<file path="config.mk">
export PLATFORM = sky130hd
export DESIGN_NAME = serial_command_line_dispatcher_core
export DESIGN_NICKNAME = d
export VERILOG_FILES = /design/src/design/scld_pkg.sv /design/src/design/scld_front.sv /design/src/design/scld_queue.sv /design/src/design/scld_back.sv /design/src/design/serial_command_line_dispatcher_core.sv
export VERILOG_INCLUDE_DIRS = /design/src /design/src/design
export SDC_FILE = /design/constraint.sdc
export NUM_CORES = 1
export LEC_CHECK = 0
export BUFFER_PORTS_ARGS = -buffer_cell sky130_fd_sc_hd__buf_2
export CELL_PAD_IN_SITES_DETAIL_PLACEMENT = 1
export CELL_PAD_IN_SITES_GLOBAL_PLACEMENT = 1
export CORE_MARGIN = 4
export CORE_UTILIZATION = 30
export CTS_CLUSTER_SIZE = 30
export DETAILED_ROUTE_END_ITERATION = 10
export GPL_TIMING_DRIVEN = 0
export PLACE_DENSITY_LB_ADDON = 0.1
export SETUP_SLACK_MARGIN = 0.2
export SLEW_MARGIN = 20
export SYNTH_ARGS = -nofsm -noshare
export SYNTH_HDL_FRONTEND = slang
export SYNTH_SLANG_ARGS = --single-unit
</file>
<file path="constraint.sdc">
create_clock -name clk_i -period 16.15 [get_ports clk_i]
set_clock_uncertainty 0.15 [all_clocks]
set_input_delay 3.23 -clock clk_i [delete_from_list [all_inputs] [get_ports clk_i]]
set_output_delay 3.23 -clock clk_i [all_outputs]
set_load 0.05 [all_outputs]
</file>
<file path="src/design/serial_command_line_dispatcher_core_assert.svh">
// Assertion macros for the serial command line dispatcher.
// Used by the top level only; relies on nothing else.
`ifndef SERIAL_COMMAND_LINE_DISPATCHER_CORE_ASSERT_SVH
`define SERIAL_COMMAND_LINE_DISPATCHER_CORE_ASSERT_SVH

// Consequent must hold in the same cycle as the antecedent.
`define SCLD_ASSERT_SAME(lbl, clk, rstn, ante, cons) \
  lbl: assert property (@(posedge clk) disable iff (!rstn) (ante) |-> (cons)) \
    else $error("scld assertion failed (same cycle)");

// Consequent must hold in the cycle after the antecedent.
`define SCLD_ASSERT_NEXT(lbl, clk, rstn, ante, cons) \
  lbl: assert property (@(posedge clk) disable iff (!rstn) (ante) |=> (cons)) \
    else $error("scld assertion failed (next cycle)");

`endif

</file>
<file path="src/design/scld_pkg.sv">
// Shared types and constants for the serial command line dispatcher.
// No dependencies; imported by every module of the block.
`default_nettype none

package scld_pkg;

  // Parameter defaults
  localparam int unsigned MAX_COMMANDS_DEF = 8;
  localparam int unsigned NAME_LEN_DEF     = 8;
  localparam int unsigned LINE_LEN_DEF     = 64;

  // Width of a name as it travels through the queue
  localparam int unsigned TEXT_W = 64;
  // Wide enough for an entry count up to 16
  localparam int unsigned ENTRY_CNT_MAX_W = 5;

  // Queue between front and back
  localparam int unsigned QUEUE_DEPTH = 2;

  // Configuration port
  localparam int unsigned APB_ADDR_W = 3;
  localparam logic REG_SEL_PREFIX  = 1'b0;
  localparam logic REG_SEL_DEFAULT = 1'b1;

  // Characters with special meaning
  localparam logic [7:0] CHAR_CR    = 8'h0d;
  localparam logic [7:0] CHAR_LF    = 8'h0a;
  localparam logic [7:0] CHAR_SPACE = 8'h20;
  localparam logic [7:0] CHAR_NUL   = 8'h00;

  // Request kinds (tuser)
  localparam logic REQ_BYTE     = 1'b0;
  localparam logic REQ_REGISTER = 1'b1;

  typedef enum logic [2:0] {
    KIND_NONE       = 3'd0,
    KIND_RUN        = 3'd1,
    KIND_DEFAULT    = 3'd2,
    KIND_REGISTERED = 3'd3,
    KIND_FULL       = 3'd4
  } result_kind_e;

  // One operation for the back end: a registration or a line dispatch.
  // flag: handler present (registration) or token too long (dispatch).
  typedef struct packed {
    logic              is_reg;
    logic              flag;
    logic [TEXT_W-1:0] text;
  } scld_op_t;

  typedef struct packed {
    logic full;
    logic empty;
  } scld_q_status_t;

  typedef struct packed {
    logic [ENTRY_CNT_MAX_W-1:0] entry_count;
  } scld_back_status_t;

endpackage

`default_nettype wire

</file>
<file path="src/design/scld_front.sv">
// Front end: line assembly, prefix filtering and token capture.
// Uses scld_pkg; emits registrations and line dispatches to the queue.
`default_nettype none

module scld_front
  import scld_pkg::*;
#(
  parameter int unsigned NAME_LEN = NAME_LEN_DEF,
  parameter int unsigned LINE_LEN = LINE_LEN_DEF
) (
  input  wire logic              clk_i,
  input  wire logic              rst_ni,
  input  wire logic [7:0]        prefix_i,
  input  wire logic              fire_i,
  input  wire logic              req_type_i,
  input  wire logic [7:0]        rx_byte_i,
  input  wire logic [TEXT_W-1:0] name_text_i,
  input  wire logic              handler_present_i,
  output logic                   push_o,
  output scld_op_t               op_o
);

  localparam int unsigned TOK_W = 8 * NAME_LEN;
  localparam int unsigned LC_W  = $clog2(LINE_LEN + 1);
  localparam int unsigned TL_W  = $clog2(NAME_LEN + 2);

  logic [LC_W-1:0]  line_count_q, line_count_d;
  logic [TOK_W-1:0] token_text_q, token_text_d;
  logic [TL_W-1:0]  token_length_q, token_length_d;
  logic             token_closed_q, token_closed_d;

  logic             is_byte;
  logic             keep;
  logic             push;
  scld_op_t         op;
  logic [TOK_W-1:0] trimmed;
  logic             stop;

  // Trim a name at its first zero byte
  always_comb begin
    trimmed = '0;
    stop    = 1'b0;
    for (int j = 0; j < NAME_LEN; j++) begin
      if (!stop) begin
        if (name_text_i[8*j +: 8] == CHAR_NUL) begin
          stop = 1'b1;
        end else begin
          trimmed[8*j +: 8] = name_text_i[8*j +: 8];
        end
      end
    end
  end

  // Next line state and the operation to enqueue
  always_comb begin
    is_byte        = (req_type_i == REQ_BYTE);
    line_count_d   = line_count_q;
    token_text_d   = token_text_q;
    token_length_d = token_length_q;
    token_closed_d = token_closed_q;
    push           = 1'b0;
    op.is_reg      = 1'b1;
    op.flag        = handler_present_i;
    op.text        = TEXT_W'(trimmed);
    keep           = 1'b0;

    if (!is_byte) begin
      push = 1'b1;
    end else begin
      // full line without newline: discard it
      if (line_count_q == LC_W'(LINE_LEN)) begin
        line_count_d   = '0;
        token_text_d   = '0;
        token_length_d = '0;
        token_closed_d = 1'b0;
      end
      keep = !((line_count_d == '0) && (prefix_i != CHAR_NUL) && (rx_byte_i != prefix_i))
             && (rx_byte_i != CHAR_CR);
      if (keep) begin
        if (rx_byte_i == CHAR_LF) begin
          push           = 1'b1;
          op.is_reg      = 1'b0;
          op.flag        = (token_length_d > TL_W'(NAME_LEN));
          op.text        = TEXT_W'(token_text_d);
          line_count_d   = '0;
          token_text_d   = '0;
          token_length_d = '0;
          token_closed_d = 1'b0;
        end else begin
          // the stored prefix byte is not part of the token
          if (!((line_count_d == '0) && (prefix_i != CHAR_NUL)) && !token_closed_d) begin
            if ((rx_byte_i == CHAR_SPACE) || (rx_byte_i == CHAR_NUL)) begin
              token_closed_d = 1'b1;
            end else if (token_length_d < TL_W'(NAME_LEN)) begin
              for (int j = 0; j < NAME_LEN; j++) begin
                if (TL_W'(j) == token_length_d) begin
                  token_text_d[8*j +: 8] = rx_byte_i;
                end
              end
              token_length_d = token_length_d + 1'b1;
            end else begin
              token_length_d = TL_W'(NAME_LEN + 1);
            end
          end
          line_count_d = line_count_d + 1'b1;
        end
      end
    end
  end

  // Line state registers
  always_ff @(posedge clk_i or negedge rst_ni) begin
    if (!rst_ni) begin
      line_count_q   <= '0;
      token_text_q   <= '0;
      token_length_q <= '0;
      token_closed_q <= 1'b0;
    end else if (fire_i && is_byte) begin
      line_count_q   <= line_count_d;
      token_text_q   <= token_text_d;
      token_length_q <= token_length_d;
      token_closed_q <= token_closed_d;
    end
  end

  assign push_o = fire_i && push;
  assign op_o   = op;

endmodule

`default_nettype wire

</file>
<file path="src/design/scld_queue.sv">
// Two-entry queue of operations between front and back end.
// Uses scld_pkg for the operation and status types.
`default_nettype none

module scld_queue
  import scld_pkg::*;
(
  input  wire logic  clk_i,
  input  wire logic  rst_ni,
  input  wire logic  push_i,
  input  wire scld_op_t op_i,
  input  wire logic  pop_i,
  output scld_op_t   head_o,
  output scld_q_status_t status_o
);

  localparam int unsigned PTR_W = $clog2(QUEUE_DEPTH);
  localparam int unsigned CNT_W = $clog2(QUEUE_DEPTH + 1);

  scld_op_t         entry_q [QUEUE_DEPTH];
  logic [PTR_W-1:0] wr_ptr_q, wr_ptr_d;
  logic [PTR_W-1:0] rd_ptr_q, rd_ptr_d;
  logic [CNT_W-1:0] count_q, count_d;
  logic             do_push;
  logic             do_pop;

  // Pointer and fill level update
  always_comb begin
    do_push  = push_i && (count_q != CNT_W'(QUEUE_DEPTH));
    do_pop   = pop_i && (count_q != '0);
    wr_ptr_d = wr_ptr_q;
    rd_ptr_d = rd_ptr_q;
    count_d  = count_q;
    if (do_push) begin
      wr_ptr_d = (wr_ptr_q == PTR_W'(QUEUE_DEPTH - 1)) ? '0 : wr_ptr_q + 1'b1;
    end
    if (do_pop) begin
      rd_ptr_d = (rd_ptr_q == PTR_W'(QUEUE_DEPTH - 1)) ? '0 : rd_ptr_q + 1'b1;
    end
    case ({do_push, do_pop})
      2'b10:   count_d = count_q + 1'b1;
      2'b01:   count_d = count_q - 1'b1;
      default: count_d = count_q;
    endcase
  end

  always_ff @(posedge clk_i or negedge rst_ni) begin
    if (!rst_ni) begin
      wr_ptr_q <= '0;
      rd_ptr_q <= '0;
      count_q  <= '0;
    end else begin
      wr_ptr_q <= wr_ptr_d;
      rd_ptr_q <= rd_ptr_d;
      count_q  <= count_d;
    end
  end

  // Payload storage
  always_ff @(posedge clk_i) begin
    if (do_push) begin
      entry_q[wr_ptr_q] <= op_i;
    end
  end

  assign head_o         = entry_q[rd_ptr_q];
  assign status_o.full  = (count_q == CNT_W'(QUEUE_DEPTH));
  assign status_o.empty = (count_q == '0);

endmodule

`default_nettype wire

</file>
<file path="src/design/scld_back.sv">
// Back end: name table, registration and parallel token match.
// Uses scld_pkg; drives the registered result stage.
`default_nettype none

module scld_back
  import scld_pkg::*;
#(
  parameter int unsigned MAX_COMMANDS = MAX_COMMANDS_DEF,
  parameter int unsigned NAME_LEN     = NAME_LEN_DEF
) (
  input  wire logic   clk_i,
  input  wire logic   rst_ni,
  input  wire logic   default_present_i,
  input  wire scld_op_t op_i,
  input  wire logic   op_valid_i,
  output logic        pop_o,
  output logic        out_valid_o,
  input  wire logic   out_ready_i,
  output result_kind_e kind_o,
  output logic [2:0]  index_o,
  output scld_back_status_t status_o
);

  localparam int unsigned TOK_W = 8 * NAME_LEN;
  localparam int unsigned CNT_W = $clog2(MAX_COMMANDS + 1);
  localparam int unsigned IDX_W = (MAX_COMMANDS > 1) ? $clog2(MAX_COMMANDS) : 1;

  logic [TOK_W-1:0]    name_q [MAX_COMMANDS];
  logic [MAX_COMMANDS-1:0] handler_q;
  logic [CNT_W-1:0]    entry_count_q;

  logic                out_valid_q;
  result_kind_e        kind_q, kind_d;
  logic [2:0]          index_q, index_d;

  logic [TOK_W-1:0]    tok;
  logic [MAX_COMMANDS-1:0] hit;
  logic                found;
  logic [IDX_W-1:0]    match_idx;
  logic [IDX_W-1:0]    wr_idx;
  logic                table_full;
  logic                pop;
  logic [IDX_W+2:0]    idx_ext;

  assign tok        = op_i.text[TOK_W-1:0];
  assign table_full = (entry_count_q == CNT_W'(MAX_COMMANDS));
  assign wr_idx     = entry_count_q[IDX_W-1:0];
  assign pop        = op_valid_i && (!out_valid_q || out_ready_i);

  // Compare the token with every stored name at once
  always_comb begin
    for (int i = 0; i < MAX_COMMANDS; i++) begin
      hit[i] = (CNT_W'(i) < entry_count_q) && (name_q[i] == tok);
    end
  end

  // First matching entry wins
  always_comb begin
    found     = 1'b0;
    match_idx = '0;
    for (int i = 0; i < MAX_COMMANDS; i++) begin
      if (hit[i] && !found) begin
        found     = 1'b1;
        match_idx = IDX_W'(i);
      end
    end
  end

  // Result selection
  always_comb begin
    idx_ext = '0;
    kind_d  = default_present_i ? KIND_DEFAULT : KIND_NONE;
    if (op_i.is_reg) begin
      if (table_full) begin
        kind_d = KIND_FULL;
      end else begin
        kind_d  = KIND_REGISTERED;
        idx_ext = {3'b000, wr_idx};
      end
    end else if (!op_i.flag && found && handler_q[match_idx]) begin
      kind_d  = KIND_RUN;
      idx_ext = {3'b000, match_idx};
    end
    index_d = idx_ext[2:0];
  end

  // Table storage, written on registration only
  always_ff @(posedge clk_i) begin
    if (pop && op_i.is_reg && !table_full) begin
      name_q[wr_idx] <= tok;
    end
  end

  always_ff @(posedge clk_i or negedge rst_ni) begin
    if (!rst_ni) begin
      handler_q     <= '0;
      entry_count_q <= '0;
    end else if (pop && op_i.is_reg && !table_full) begin
      handler_q[wr_idx] <= op_i.flag;
      entry_count_q     <= entry_count_q + 1'b1;
    end
  end

  // Output register
  always_ff @(posedge clk_i or negedge rst_ni) begin
    if (!rst_ni) begin
      out_valid_q <= 1'b0;
    end else if (pop) begin
      out_valid_q <= 1'b1;
    end else if (out_ready_i) begin
      out_valid_q <= 1'b0;
    end
  end

  always_ff @(posedge clk_i) begin
    if (pop) begin
      kind_q  <= kind_d;
      index_q <= index_d;
    end
  end

  assign pop_o                = pop;
  assign out_valid_o          = out_valid_q;
  assign kind_o               = kind_q;
  assign index_o              = index_q;
  assign status_o.entry_count = ENTRY_CNT_MAX_W'(entry_count_q);

endmodule

`default_nettype wire

</file>
<file path="src/design/serial_command_line_dispatcher_core.sv">
// Top level of the serial command line dispatcher: APB registers and stream ports.
// Uses scld_pkg, scld_front, scld_queue, scld_back and the assertion macro header.
`default_nettype none

// Takes one request per clock while the queue has room: a received byte or a
// command name registration. Bytes build lines; on a newline the first token
// is matched against all registered names in parallel, which sets the rate:
// one request per cycle while results are taken. The front end writes the
// operation of an accepted request into a two-entry queue, and the back end
// then registers its result. While a result waits, two more operations fit
// in the queue; then the request side stalls. Bytes that do not end a line
// give no result. Configuration (prefix at 0x0, default handler flag at 0x4)
// is for the user to write only while idle; the block does not enforce it.

`include "serial_command_line_dispatcher_core_assert.svh"

module serial_command_line_dispatcher_core
  import scld_pkg::*;
#(
  parameter int unsigned MAX_COMMANDS = MAX_COMMANDS_DEF,
  parameter int unsigned NAME_LEN     = NAME_LEN_DEF,
  parameter int unsigned LINE_LEN     = LINE_LEN_DEF
) (
  input  wire logic                  clk_i,
  input  wire logic                  rst_ni,
  // APB configuration
  input  wire logic                  psel,
  input  wire logic                  penable,
  input  wire logic                  pwrite,
  input  wire logic [APB_ADDR_W-1:0] paddr,
  input  wire logic [31:0]           pwdata,
  output logic [31:0]                prdata,
  output logic                       pready,
  // Request stream
  input  wire logic                  s_axis_tvalid,
  output logic                       s_axis_tready,
  // [7:0] rx_byte, [71:8] name_text, [72] handler_present, [79:73] zero
  input  wire logic [79:0]           s_axis_tdata,
  // [0] req_type
  input  wire logic                  s_axis_tuser,
  // Result stream
  output logic                       m_axis_tvalid,
  input  wire logic                  m_axis_tready,
  // [2:0] result_kind, [5:3] entry_index, [7:6] zero
  output logic [7:0]                 m_axis_tdata
);

  logic [7:0]        prefix_q;
  logic              default_present_q;
  logic              cfg_wr;
  logic              s_fire;
  logic              q_push;
  logic              q_pop;
  scld_op_t          front_op;
  scld_op_t          q_head;
  scld_q_status_t    q_status;
  scld_back_status_t back_status;
  result_kind_e      kind;
  logic [2:0]        index;
  logic              in_reg;
  logic              in_lf;

  // Configuration registers
  assign pready = 1'b1;
  assign cfg_wr = psel && penable && pwrite && pready;

  always_ff @(posedge clk_i or negedge rst_ni) begin
    if (!rst_ni) begin
      prefix_q          <= '0;
      default_present_q <= 1'b0;
    end else if (cfg_wr) begin
      case (paddr[2])
        REG_SEL_PREFIX:  prefix_q          <= pwdata[7:0];
        REG_SEL_DEFAULT: default_present_q <= pwdata[0];
        default:         prefix_q          <= prefix_q;
      endcase
    end
  end

  always_comb begin
    case (paddr[2])
      REG_SEL_PREFIX:  prdata = {24'b0, prefix_q};
      REG_SEL_DEFAULT: prdata = {31'b0, default_present_q};
      default:         prdata = '0;
    endcase
  end

  // Input transaction: accept whenever the queue has room
  assign s_axis_tready = !q_status.full;
  assign s_fire        = s_axis_tvalid && s_axis_tready;

  scld_front #(
    .NAME_LEN (NAME_LEN),
    .LINE_LEN (LINE_LEN)
  ) u_front (
    .clk_i             (clk_i),
    .rst_ni            (rst_ni),
    .prefix_i          (prefix_q),
    .fire_i            (s_fire),
    .req_type_i        (s_axis_tuser),
    .rx_byte_i         (s_axis_tdata[7:0]),
    .name_text_i       (s_axis_tdata[71:8]),
    .handler_present_i (s_axis_tdata[72]),
    .push_o            (q_push),
    .op_o              (front_op)
  );

  scld_queue u_queue (
    .clk_i    (clk_i),
    .rst_ni   (rst_ni),
    .push_i   (q_push),
    .op_i     (front_op),
    .pop_i    (q_pop),
    .head_o   (q_head),
    .status_o (q_status)
  );

  scld_back #(
    .MAX_COMMANDS (MAX_COMMANDS),
    .NAME_LEN     (NAME_LEN)
  ) u_back (
    .clk_i             (clk_i),
    .rst_ni            (rst_ni),
    .default_present_i (default_present_q),
    .op_i              (q_head),
    .op_valid_i        (!q_status.empty),
    .pop_o             (q_pop),
    .out_valid_o       (m_axis_tvalid),
    .out_ready_i       (m_axis_tready),
    .kind_o            (kind),
    .index_o           (index),
    .status_o          (back_status)
  );

  assign m_axis_tdata = {2'b00, index, kind};

  // Checks
  assign in_reg = s_fire && (s_axis_tuser == REQ_REGISTER);
  assign in_lf  = s_fire && (s_axis_tuser == REQ_BYTE) && (s_axis_tdata[7:0] == CHAR_LF);

  `SCLD_ASSERT_SAME(a_reg_enqueued, clk_i, rst_ni, in_reg, q_push)
  `SCLD_ASSERT_SAME(a_lf_enqueued, clk_i, rst_ni, in_lf && (prefix_q == CHAR_NUL), q_push)
  `SCLD_ASSERT_NEXT(a_pop_gives_result, clk_i, rst_ni, q_pop, m_axis_tvalid)
  `SCLD_ASSERT_SAME(a_count_bound, clk_i, rst_ni, 1'b1, back_status.entry_count <= ENTRY_CNT_MAX_W'(MAX_COMMANDS))

endmodule

`default_nettype wire

</file>
[Word-level counts from Yosys, hierarchy flattened]
Memories as Yosys holds them, arrays and structs flattened.
Cells that the tools add are included.
Storage, ports and cells
  latch bits: 0
  word-level logic and storage cells: 233
  output and inout port bits: 43
  bits in read-only memories: 0
  input port bits: 123
  memories kept: 2
  register bits: 108
  memory bits (writable): 644
Cells by class
  reduce and logical (&&, ||, !) cells: 68
  equal/unequal tests: 25
  magnitude comparators: 13
  multipliers: 0
  divide/modulo/power cells: 0
  shifts and indexed selects: 0
  $add $sub $neg: 7
  mux-type cells: 102
  bitwise operators: 2
Memory list
  u_back.name_q: words 8, width 64, rd ports 8, clocked after memory_dff 0, wr ports 1, line scld_back.sv:28  | logic [TOK_W-1:0] name_q [MAX_COMMANDS];
  u_queue.entry_q: words 2, width 66, rd ports 1, clocked after memory_dff 0, wr ports 1, line scld_queue.sv:20  | scld_op_t entry_q [QUEUE_DEPTH];
Operators with widths (number)
  64-bit equality test: 8
  64-bit 2-to-1 mux: 6
  66-bit 2-to-1 mux: 3
  8-bit 2-to-1 mux: 23
  8-bit logical NOT: 9
  32-bit one-hot mux with 2 select lines: 1
  1-bit 2-to-1 mux: 41
  1-bit logical AND: 32
  3-bit 2-to-1 mux: 10
  4-bit 2-to-1 mux: 7
  7-bit 2-to-1 mux: 4
  3-bit by 4-bit equality test with 1-bit output (first input constant): 4
  3-bit by 4-bit < comparator with 1-bit output (first input constant): 4
  1-bit logical NOT: 15
  4-bit by 1-bit adder with 4-bit output (second input constant): 2
  8-bit bitwise mux: 1
  2-bit by 4-bit equality test with 1-bit output (first input constant): 2
  8-bit by 4-bit equality test with 1-bit output (second input constant): 1
  8-bit by 6-bit equality test with 1-bit output (second input constant): 1
  1-bit by 4-bit < comparator with 1-bit output (first input constant): 2
  2-bit by 4-bit < comparator with 1-bit output (first input constant): 2
  3-bit by 4-bit < comparator with 1-bit output (second input constant): 2
  8-bit by 4-bit != test with 1-bit output (second input constant): 1
  8-bit != test: 1
  25 further kinds: 35

[Logic depth before layout (Yosys ltp)]
Gate-level depths: netlist of run 1.
An unclocked memory read counts as a cell.
  word-level depth: 30
  gate-level depth with buffers: 16
  gate-level depth less buffers: 13

[Cells and area by module]
Synthesis of run 1 repeated with hierarchy kept, for this count alone.
Unflattened totals
  cells, all modules: 2597
  area, all modules: 35101.2 um^2
Modules (own cells, without submodules)
  scld_back: cells each 1709, seq. area each 15880.2 um^2, area each 24330.8 um^2, times used 1
  scld_queue: cells each 223, seq. area each 4063.9 um^2, area each 5069.9 um^2, times used 1
  scld_front: cells each 604, seq. area each 1901.8 um^2, area each 5024.8 um^2, times used 1
  serial_command_line_dispatcher_core: cells each 61, seq. area each 225.2 um^2, area each 675.6 um^2, times used 1

[Worst setup path after synthesis of run 1]
OpenSTA, ideal clock, no wires.
  path type: input -> register
  start: input port m_axis_tready
  end: register u_back.handler_q[1]
  library setup time: 0.340 ns
  data required time: 15.660 ns
  cell stages on the path: 6
  buffers on the path: 0
  path slack: 7.029 ns
  data arrival time: 8.631 ns
  path through: nand2b_1 o21ai_0 nor2_1 nand2_1 nor3_1 a21oi_1
On the way
  longest elaborated chain between the ends: 4
RTL lines
  start: declaration: line serial_command_line_dispatcher_core.sv:43  | input wire logic m_axis_tready,
  1-bit logical OR: line scld_back.sv:48  | assign pop = op_valid_i && (!out_valid_q || out_ready_i);
  1-bit logical AND: line scld_back.sv:48
  1-bit logical AND (2 in series): line scld_back.sv:98  | end else if (pop && op_i.is_reg && !table_full) begin
  end signal: indexed assignment: line scld_back.sv:99  | handler_q[wr_idx] <= op_i.flag;
  end: declaration: line scld_back.sv:29  | logic [MAX_COMMANDS-1:0] handler_q;
No other way between the ends.
A chain may end at the register's enable or synchronous reset.

==> results of run 1 <==
path summary, 6_finish.rpt:
path / to / start
worst max-delay path: u_queue.entry_q[0][64] / s_axis_tdata[6]
worst max register to register: u_back.index_o[0] / u_queue.rd_ptr_q
worst min-delay path: u_front.token_text_q[55] / u_front.token_text_q[55]
max in group asynchronous: u_front.token_text_q[38] / rst_ni
min in group asynchronous: prefix_q[0] / rst_ni
worst min register to register: u_front.token_text_q[55] / u_front.token_text_q[55]
sequential cells by signal, summed over array words and instances (netlist names), 2 cells and up:
name and flops:
u_front.token_text_q 64, u_queue.count_q 2, u_front.line_count_q 7, u_back.index_o 3
u_back.kind_o 3, u_back.handler_q 8, u_back.name_q 512, u_back.entry_count_q 4
u_front.token_length_q 4, u_queue.entry_q 132, prefix_q 8
logic make-up (layout without fill, tap and decap cells):
kind of cell / after synthesis / count (layout) / synth area share, %
AOI/OAI and AO/OA: 294 / 294 / 6.19
xor gates and xnor gates: 441 / 441 / 11.7
adders and majority gates: 10 / 10 / 0.379
buffers and inverters: 190 / 494 / 2.90
DFF: 752 / 752 / 66.8
muxes: 80 / 80 / 3.83
other: 2 / 29 / 0.0227
and+or+nand+nor: 526 / 526 / 8.19
metal layers:
metal,global-route usage (%),wire length (um),share of wire (%)
met1,29.0,54700,42
met2,37.9,63700,49
met3,3.25,7160,5.5
met4,6.00,3710,2.9
met5,0,0,0
Yosys cell counts (34+ instances only):
| library cell | count |
|---|---|
| buf_4 | 37 |
| nand2_1 | 139 |
| nand3_1 | 77 |
| dfrtp_1 | 102 |
| xor2_1 | 116 |
| xnor2_1 | 325 |
| edfxtp_1 | 650 |
| clkbuf_1 | 41 |
| inv_1 | 83 |
| nor4_1 | 117 |
| a22o_1 | 59 |
| o21ai_0 | 77 |
| nor2_1 | 65 |
| mux2i_4 | 34 |
| nand4_1 | 56 |
metrics by stage:
stage / setup WS [ps] / util [%] / instance area [um^2] / total power (uW)
CTS: 8260 / 35.8 / 39000 / 7200
finish: 8370 / 35.8 / 39100 / 7130
global placement: 3010 / 32.5 / 35500 / 5150
global route: 8020 / 35.8 / 39000 / 7400
detailed placement: 7570 / 33.2 / 36300 / 5230
floorplan: 7030 / - / 33100 / 4120
area by class of cell:
class / count / area [um^2] / area share, %
Inverter: 83 / 314 / 0.804
Sequential cell: 752 / 22100 / 56.5
Clock buffer: 108 / 2350 / 6.02
Clock inverter: 54 / 408 / 1.04
Multi-Input combinational cell: 1378 / 10200 / 26.1
Antenna cell: 2 / 5.00 / 0.0128
Buffer: 107 / 646 / 1.65
Timing Repair Buffer: 142 / 1220 / 3.12
Tap cell: 1476 / 1850 / 4.73
power by group through the flow:
stage | Clock [uW] | Sequential (uW) | Combinational (uW)
after floorplan | 0 | 2800 | 1310
after global placement | 0 | 2840 | 2310
after detailed placement | 0 | 2800 | 2430
after CTS | 1990 | 2760 | 2440
after global routing | 2070 | 2790 | 2540
final | 1940 | 2760 | 2420
worst reg2reg max path, stage by stage (launching register included):
cell and delay, ps:
dfrtp_1 340, buf_6 170, buf_12 210, buf_6 270
mux2i_4 930, xnor2_1 180, nor4_1 820, nand4_1 180
nor4_1 1050, and4_1 480, o21ai_2 90, a22oi_2 350
mux2_4 370, nor4_4 400, o22ai_1 150
==> run metrics, run 1 <==
FFs w/ async S/R, synth=13.6%; Worst Setup Start Kind=primary input; Synth Area per Inst=14.4 um^2; DR iter-0 viols=1,892; Psw=2670 uW; Worst-path clk slew=60 ps; non-filler cells, final=4,102; slowest CP cell=nor2_1; share of the synthesized area in the top cell type=59.1%; type of the worst min-delay path=reg2reg; vias in the first global route=21,900; yosys warns=0; CP bufs+invs=6; peak supply drop=0.0827 mV; Netlist Area Pre-Place=33,000 um^2; Leakage=0.0134 uW; Routed wire per std cell=31.5 um; Setup Fix Bufs, Post-CTS=0; final worst-path cycle share=48.2%; MaxCap Viol Count=0; layout cell share with drive strength beyond 1=15.2%; hold_ws=339 ps; Slew Limit Headroom=17.6%; Logic pwr share=33.9%; pwr dens=182 nW/um^2; antenna violations before repair=9; WL final=129,000 um; Row Count=121; DP Wirelength=94,000 um; core area=109,000 um^2; Placed Cells=3,938; slew at the pin closest to its max-slew limit=1230 ps; Skew-Pair Late Insertion Delay=660 ps; CTS buffer count=89; DRC Markers=0; Critical Path Stages=13; Tmin final=7780 ps; Root Buffer=clkbuf_16; Int Pwr=4450 uW; Max stage delay on crit path=760 ps; initial core utilization=30.3%; Crit Path Max Fanout=11; via count=21,100; htree depth=3; io pins=166; Setup TNS Final=0 ps; R2R depth=14; top area cells in the synthesized netlist=edfxtp_1 59%, xnor2_1 8.6%, dfrtp_1 7.7%; sequential group share of total power=38.8%; RSZ-0062 raised after global routing=no; leading cell type in the layout, fill and taps excluded=edfxtp_1; # hold bufs at CTS=0; Switching Share=37.5%; die area=116,000 um^2; Via density=5.13; final hold violations=0; post-route antenna net violation count=0; area grow syn2layout=18.2%; drt pass-1 iters=5; Routability Congestion=0.887; flops & latches, synth=752; CTS sink count=752; Req. time, crit path=16,310 ps; ys flop type=edfxtp_1; leading area contributor after synthesis=edfxtp_1; Reg2Reg Setup Slack=9740 ps; CTS resizes=0; fill count=11,400; cells along the critical path=clkbuf_1 -> or3_1 -> nor3b_1 -> and3_1 -> clkbuf_1 -> nand2_1 -> nor2_1 -> inv_1 -> clkbuf_1 -> clkbuf_1 -> clkbuf_1 -> nand2_1 -> o31ai_1; first-pass GRT wire length=178,000 um; Worst Hold Depth=2; Post-synth EDFFs=650; CTS Buffer Depth=3; fin. max-slew vios=0; path type of the worst setup path=in2reg; Die Ht=340 um; most frequent cell on the critical path=clkbuf_1; largest net degree at the start of global routing=58; Nets=2,686; # setup viols final=0; fmax=129 MHz; Seq/Total Area, Yosys=66.8%; Die X=340 um; WP data arrival=7940 ps; number of port buffers=100; clock share of power=27.3%; most frequent cells in the layout=650 x edfxtp_1, 325 x xnor2_1, 139 x nand2_1, 116 x xor2_1, 116 x buf_2; GRT Overall Usage=22.0%; Yosys cell types=66; GRT overflow=0; CTS tree=built; CP top delay family=simple AND/OR/NAND/NOR gates; CP endpoint kind=flop; synthesized instance count=2,295; outcome=complete, no violations
No activity file was read; power rests on OpenSTA's default activity.
==> run 2: changes to the inputs <==
--- a/config.mk
+++ b/config.mk
@@ -6,6 +6,7 @@
 export SDC_FILE = /design/constraint.sdc
 export NUM_CORES = 1
 export LEC_CHECK = 0
+export ABC_AREA = 1
 export BUFFER_PORTS_ARGS = -buffer_cell sky130_fd_sc_hd__buf_2
 export CELL_PAD_IN_SITES_DETAIL_PLACEMENT = 1
 export CELL_PAD_IN_SITES_GLOBAL_PLACEMENT = 1
==> constraint.sdc (replaced) <==
create_clock -name clk_i -period 6.46 [get_ports clk_i]
set_clock_uncertainty 0.15 [all_clocks]
set_input_delay 1.292 -clock clk_i [delete_from_list [all_inputs] [get_ports clk_i]]
set_output_delay 1.292 -clock clk_i [all_outputs]
set_load 0.05 [all_outputs]
==> run 2 against run 1 <==
Effect of this change:
- power rose to 3.1 times the previous value
- first-iteration DRC count rose by 20%
- combinational power rose to 3.9 times the previous value
- sequential power rose to 2.6 times the previous value
- die area rose by 18%
- critical endpoint is now u_queue.entry_q[0][47]
- synthesized area rose by 18%
==> run metrics, run 2 <==
type of the worst min-delay path=reg2reg (unchanged); CTS Buffer Depth=3 (unchanged); # setup viols final=0 (unchanged); pwr dens=479 nW/um^2 (was 182 nW/um^2); path type of the worst setup path=in2reg (unchanged); fin. max-slew vios=0 (unchanged); cells along the critical path=buf_2 -> clkinv_1 -> nand2_1 -> nand4_1 -> o311ai_0 -> nand2_1 -> nor2_1 -> inv_1 -> nor2_1 -> inv_1 -> clkbuf_1 -> clkbuf_1 -> o21ai_0 (was clkbuf_1 -> or3_1 -> nor3b_1 -> and3_1 -> clkbuf_1 -> nand2_1 -> nor2_1 -> inv_1 -> clkbuf_1 -> clkbuf_1 -> clkbuf_1 -> nand2_1 -> o31ai_1); most common cell in the netlist=nand2_1 (was edfxtp_1); Psw=9730 uW (was 2670 uW); Skew-Pair Late Insertion Delay=680 ps (was 660 ps); RSZ-0062 raised after global routing=no (unchanged); leading cell type in the layout, fill and taps excluded=nand2_1 (was edfxtp_1); Setup Fix Bufs, Post-CTS=0 (unchanged); FFs w/ async S/R, synth=13.6% (unchanged); Worst Setup Start Kind=primary input (unchanged); GRT Overall Usage=23.8% (was 22.0%); DR iter-0 viols=2,262 (was 1,892); top area cells in the synthesized netlist=edfxtp_1 50%, nand2_1 15%, dfrtp_1 6.5% (was edfxtp_1 59%, xnor2_1 8.6%, dfrtp_1 7.7%); core area=129,000 um^2 (was 109,000 um^2); largest net degree at the start of global routing=53 (was 58); # hold bufs at CTS=0 (unchanged); first-pass GRT wire length=233,000 um (was 178,000 um); peak supply drop=0.204 mV (was 0.0827 mV); Placed Area=42,700 um^2 (was 36,300 um^2); Biggest register=u_back.name_q (unchanged); Pwr Total=21,900 uW (was 7130 uW); Yosys cell types=57 (was 66); most frequent cells in the layout=1,528 x nand2_1, 650 x edfxtp_1, 497 x inv_1, 414 x nor2_1, 223 x nand3_1 (was 650 x edfxtp_1, 325 x xnor2_1, 139 x nand2_1, 116 x xor2_1, 116 x buf_2); final worst-path cycle share=80.0%; Post-synth top cells=1,528 x nand2_1, 650 x edfxtp_1, 497 x inv_1, 420 x nor2_1, 223 x nand3_1 (was 650 x edfxtp_1, 325 x xnor2_1, 139 x nand2_1, 117 x nor4_1, 116 x xor2_1); yosys warns=0 (unchanged); Leakage=0.0198 uW (was 0.0134 uW); area grow syn2layout=16.8% (was 18.2%); Routed wire per std cell=25.3 um (was 31.5 um); design area=45,700 um^2 (was 39,100 um^2); CP top delay family=buffers and inverters (was simple AND/OR/NAND/NOR gates); Netlist Area Pre-Place=39,100 um^2 (was 33,000 um^2); Tmin final=5170 ps; die area=136,000 um^2 (was 116,000 um^2); htree depth=3 (unchanged); max reg flops=512 (unchanged); Synth Area per Inst=8.84 um^2 (was 14.4 um^2); GRT overflow=0 (unchanged); Setup TNS Final=0 ps (unchanged); Nets=4,836 (was 2,686); ys flop type=edfxtp_1 (unchanged); initial core utilization=30.2% (was 30.3%); DRC Markers=0 (unchanged); Req. time, crit path=6650 ps (was 16,310 ps); CTS resizes=0 (unchanged); final hold violations=0 (unchanged); MaxCap Viol Count=0 (unchanged); Root Buffer=clkbuf_16 (unchanged); CP bufs+invs=6 (unchanged); vias in the first global route=32,600 (was 21,900); post-route antenna net violation count=0 (unchanged); Row Count=132 (was 121); WP data arrival=5350 ps (was 7940 ps); Via density=4.87 (was 5.13); Int Pwr=12,200 uW (was 4450 uW); Max stage delay on crit path=810 ps (was 760 ps); CTS buffer count=93 (was 89); synthesized instance count=4,430 (was 2,295); CP endpoint kind=flop (unchanged); Logic pwr share=42.8% (was 33.9%); WL final=165,000 um (was 129,000 um); fmax=193 MHz; Crit Path Max Fanout=11 (unchanged); Post-synth EDFFs=650 (unchanged); Worst-path clk slew=50 ps (was 60 ps); drt pass-1 iters=6 (was 5); flops & latches, synth=752 (unchanged); CTS sink count=752 (unchanged); slew at the pin closest to its max-slew limit=1110 ps (was 1230 ps); slowest CP cell=o21ai_0 (was nor2_1); layout cell share with drive strength beyond 1=11.1% (was 15.2%); CTS tree=built (unchanged); antenna violations before repair=13 (was 9); Die Ht=369 um (was 340 um); sequential group share of total power=32.9% (was 38.8%); Top Registers=u_back.name_q x512, u_queue.entry_q x132, u_front.token_text_q x64 (unchanged); Routability Congestion=0.898 (was 0.887); Die X=369 um (was 340 um); Switching Share=44.4% (was 37.5%); leading area contributor after synthesis=edfxtp_1 (unchanged); outcome=complete, no violations (unchanged); share of the synthesized area in the top cell type=49.9% (was 59.1%); io pins=166 (unchanged); clock share of power=24.2% (was 27.3%); Slew Limit Headroom=25.2% (was 17.6%); DP Wirelength=127,000 um (was 94,000 um); Seq/Total Area, Yosys=56.4% (was 66.8%); via count=31,800 (was 21,100); number of port buffers=104 (was 100)
run 2: cell types whose count changed after synthesis, moves of 58 or more:
cell,change
nor2_1,+355
nor4_1,-77
inv_1,+414
nand4_1,+58
nand2_2,+65
a22o_1,-58
nand3_1,+146
nand2_1,+1389
xnor2_1,-267
o21ai_0,+76
run 2: power groups by stage:
| stage | clock [uW] | combinational, uW | sequential, uW |
|---|---|---|---|
| 3_5_place_dp | 0 | 9430 | 7300 |
| 5_1_grt | 5650 | 10200 | 7300 |
| 3_3_place_gp | 0 | 9100 | 7420 |
| 6_report | 5310 | 9380 | 7210 |
| 4_1_cts | 5430 | 9460 | 7200 |
| 2_1_floorplan | 0 | 5240 | 7320 |
run 2: area by class of cell:
| class | instances | area [um^2] |
|---|---|---|
| Inverter | 531 | 1990 |
| Fill cell | 15200 | 83800 |
| Buffer | 100 | 633 |
| Clock buffer | 128 | 2570 |
| Clock inverter | 46 | 445 |
| Sequential cell | 752 | 22100 |
| Antenna cell | 3 | 7.51 |
| Multi-Input combinational cell | 3072 | 14600 |
| Timing Repair Buffer | 153 | 1200 |
| Tap cell | 1742 | 2180 |
run 2: layer usage:
metal / track usage [%] / vias up / wire length, um
li1: - / 15100 / -
met1: 31.1 / 15800 / 73600
met2: 40.4 / 665 / 78800
met3: 2.70 / 209 / 5760
met4: 9.27 / 0 / 6710
met5: 0 / - / 0
run 2: worst register-to-register path: stages, from the launching register on:
cell,delay [ps]
dfrtp_1,390
inv_2,230
buf_4,290
nand2_1,310
nand2_2,500
inv_2,200
nand2_1,120
nand4_1,90
nor3_1,400
nand3_1,250
nor2_1,460
nand3_1,220
nand3_1,160
inv_1,70
o21ai_1,110
nand2_1,180
nand3_1,130
nand2_1,90
a21oi_4,210
nand2_2,120
nand2_1,80
nand2_1,60
run 2: logic make-up after synthesis:
kind of cell | Yosys count | share of synthesized area [%]
AO/OA/AOI/OAI | 305 | 4.92
AND/OR/NAND/NOR | 2570 | 28.1
buffers and inverters | 631 | 6.71
XOR/XNOR | 160 | 3.58
flip-flops | 752 | 56.4
other | 2 | 0.0192
adder cells (fa/ha/maj) | 10 | 0.320
run 2: through the flow:
stage                     util [%]  hold WS (ps)  setup WS (ps)  std cells
final                         35.3           326           1290       6527
after global routing          35.3           356           1030       6524
after CTS                     35.3           332           1280       6524
after detailed placement      33.0           316            605       6350
after global placement        32.4           312          -6710       6301
after floorplan                  -           299           -876       4455
run 2: path summary, 6_finish.rpt:
| path | from | end | slack (ps) | cells after the start |
|---|---|---|---|---|
| min in group asynchronous | rst_ni | prefix_q[2] | 470 | 1 |
| max in group asynchronous | rst_ni | u_front.token_text_q[33] | 4970 | 2 |
| max | s_axis_tdata[2] | u_queue.entry_q[0][47] | 1290 | 13 |
| min reg2reg | u_front.token_text_q[10] | u_front.token_text_q[10] | 330 | 2 |
| max reg2reg | u_queue.rd_ptr_q | u_back.kind_o[1] | 1380 | 21 |
| min | u_front.token_text_q[10] | u_front.token_text_q[10] | 330 | 2 |
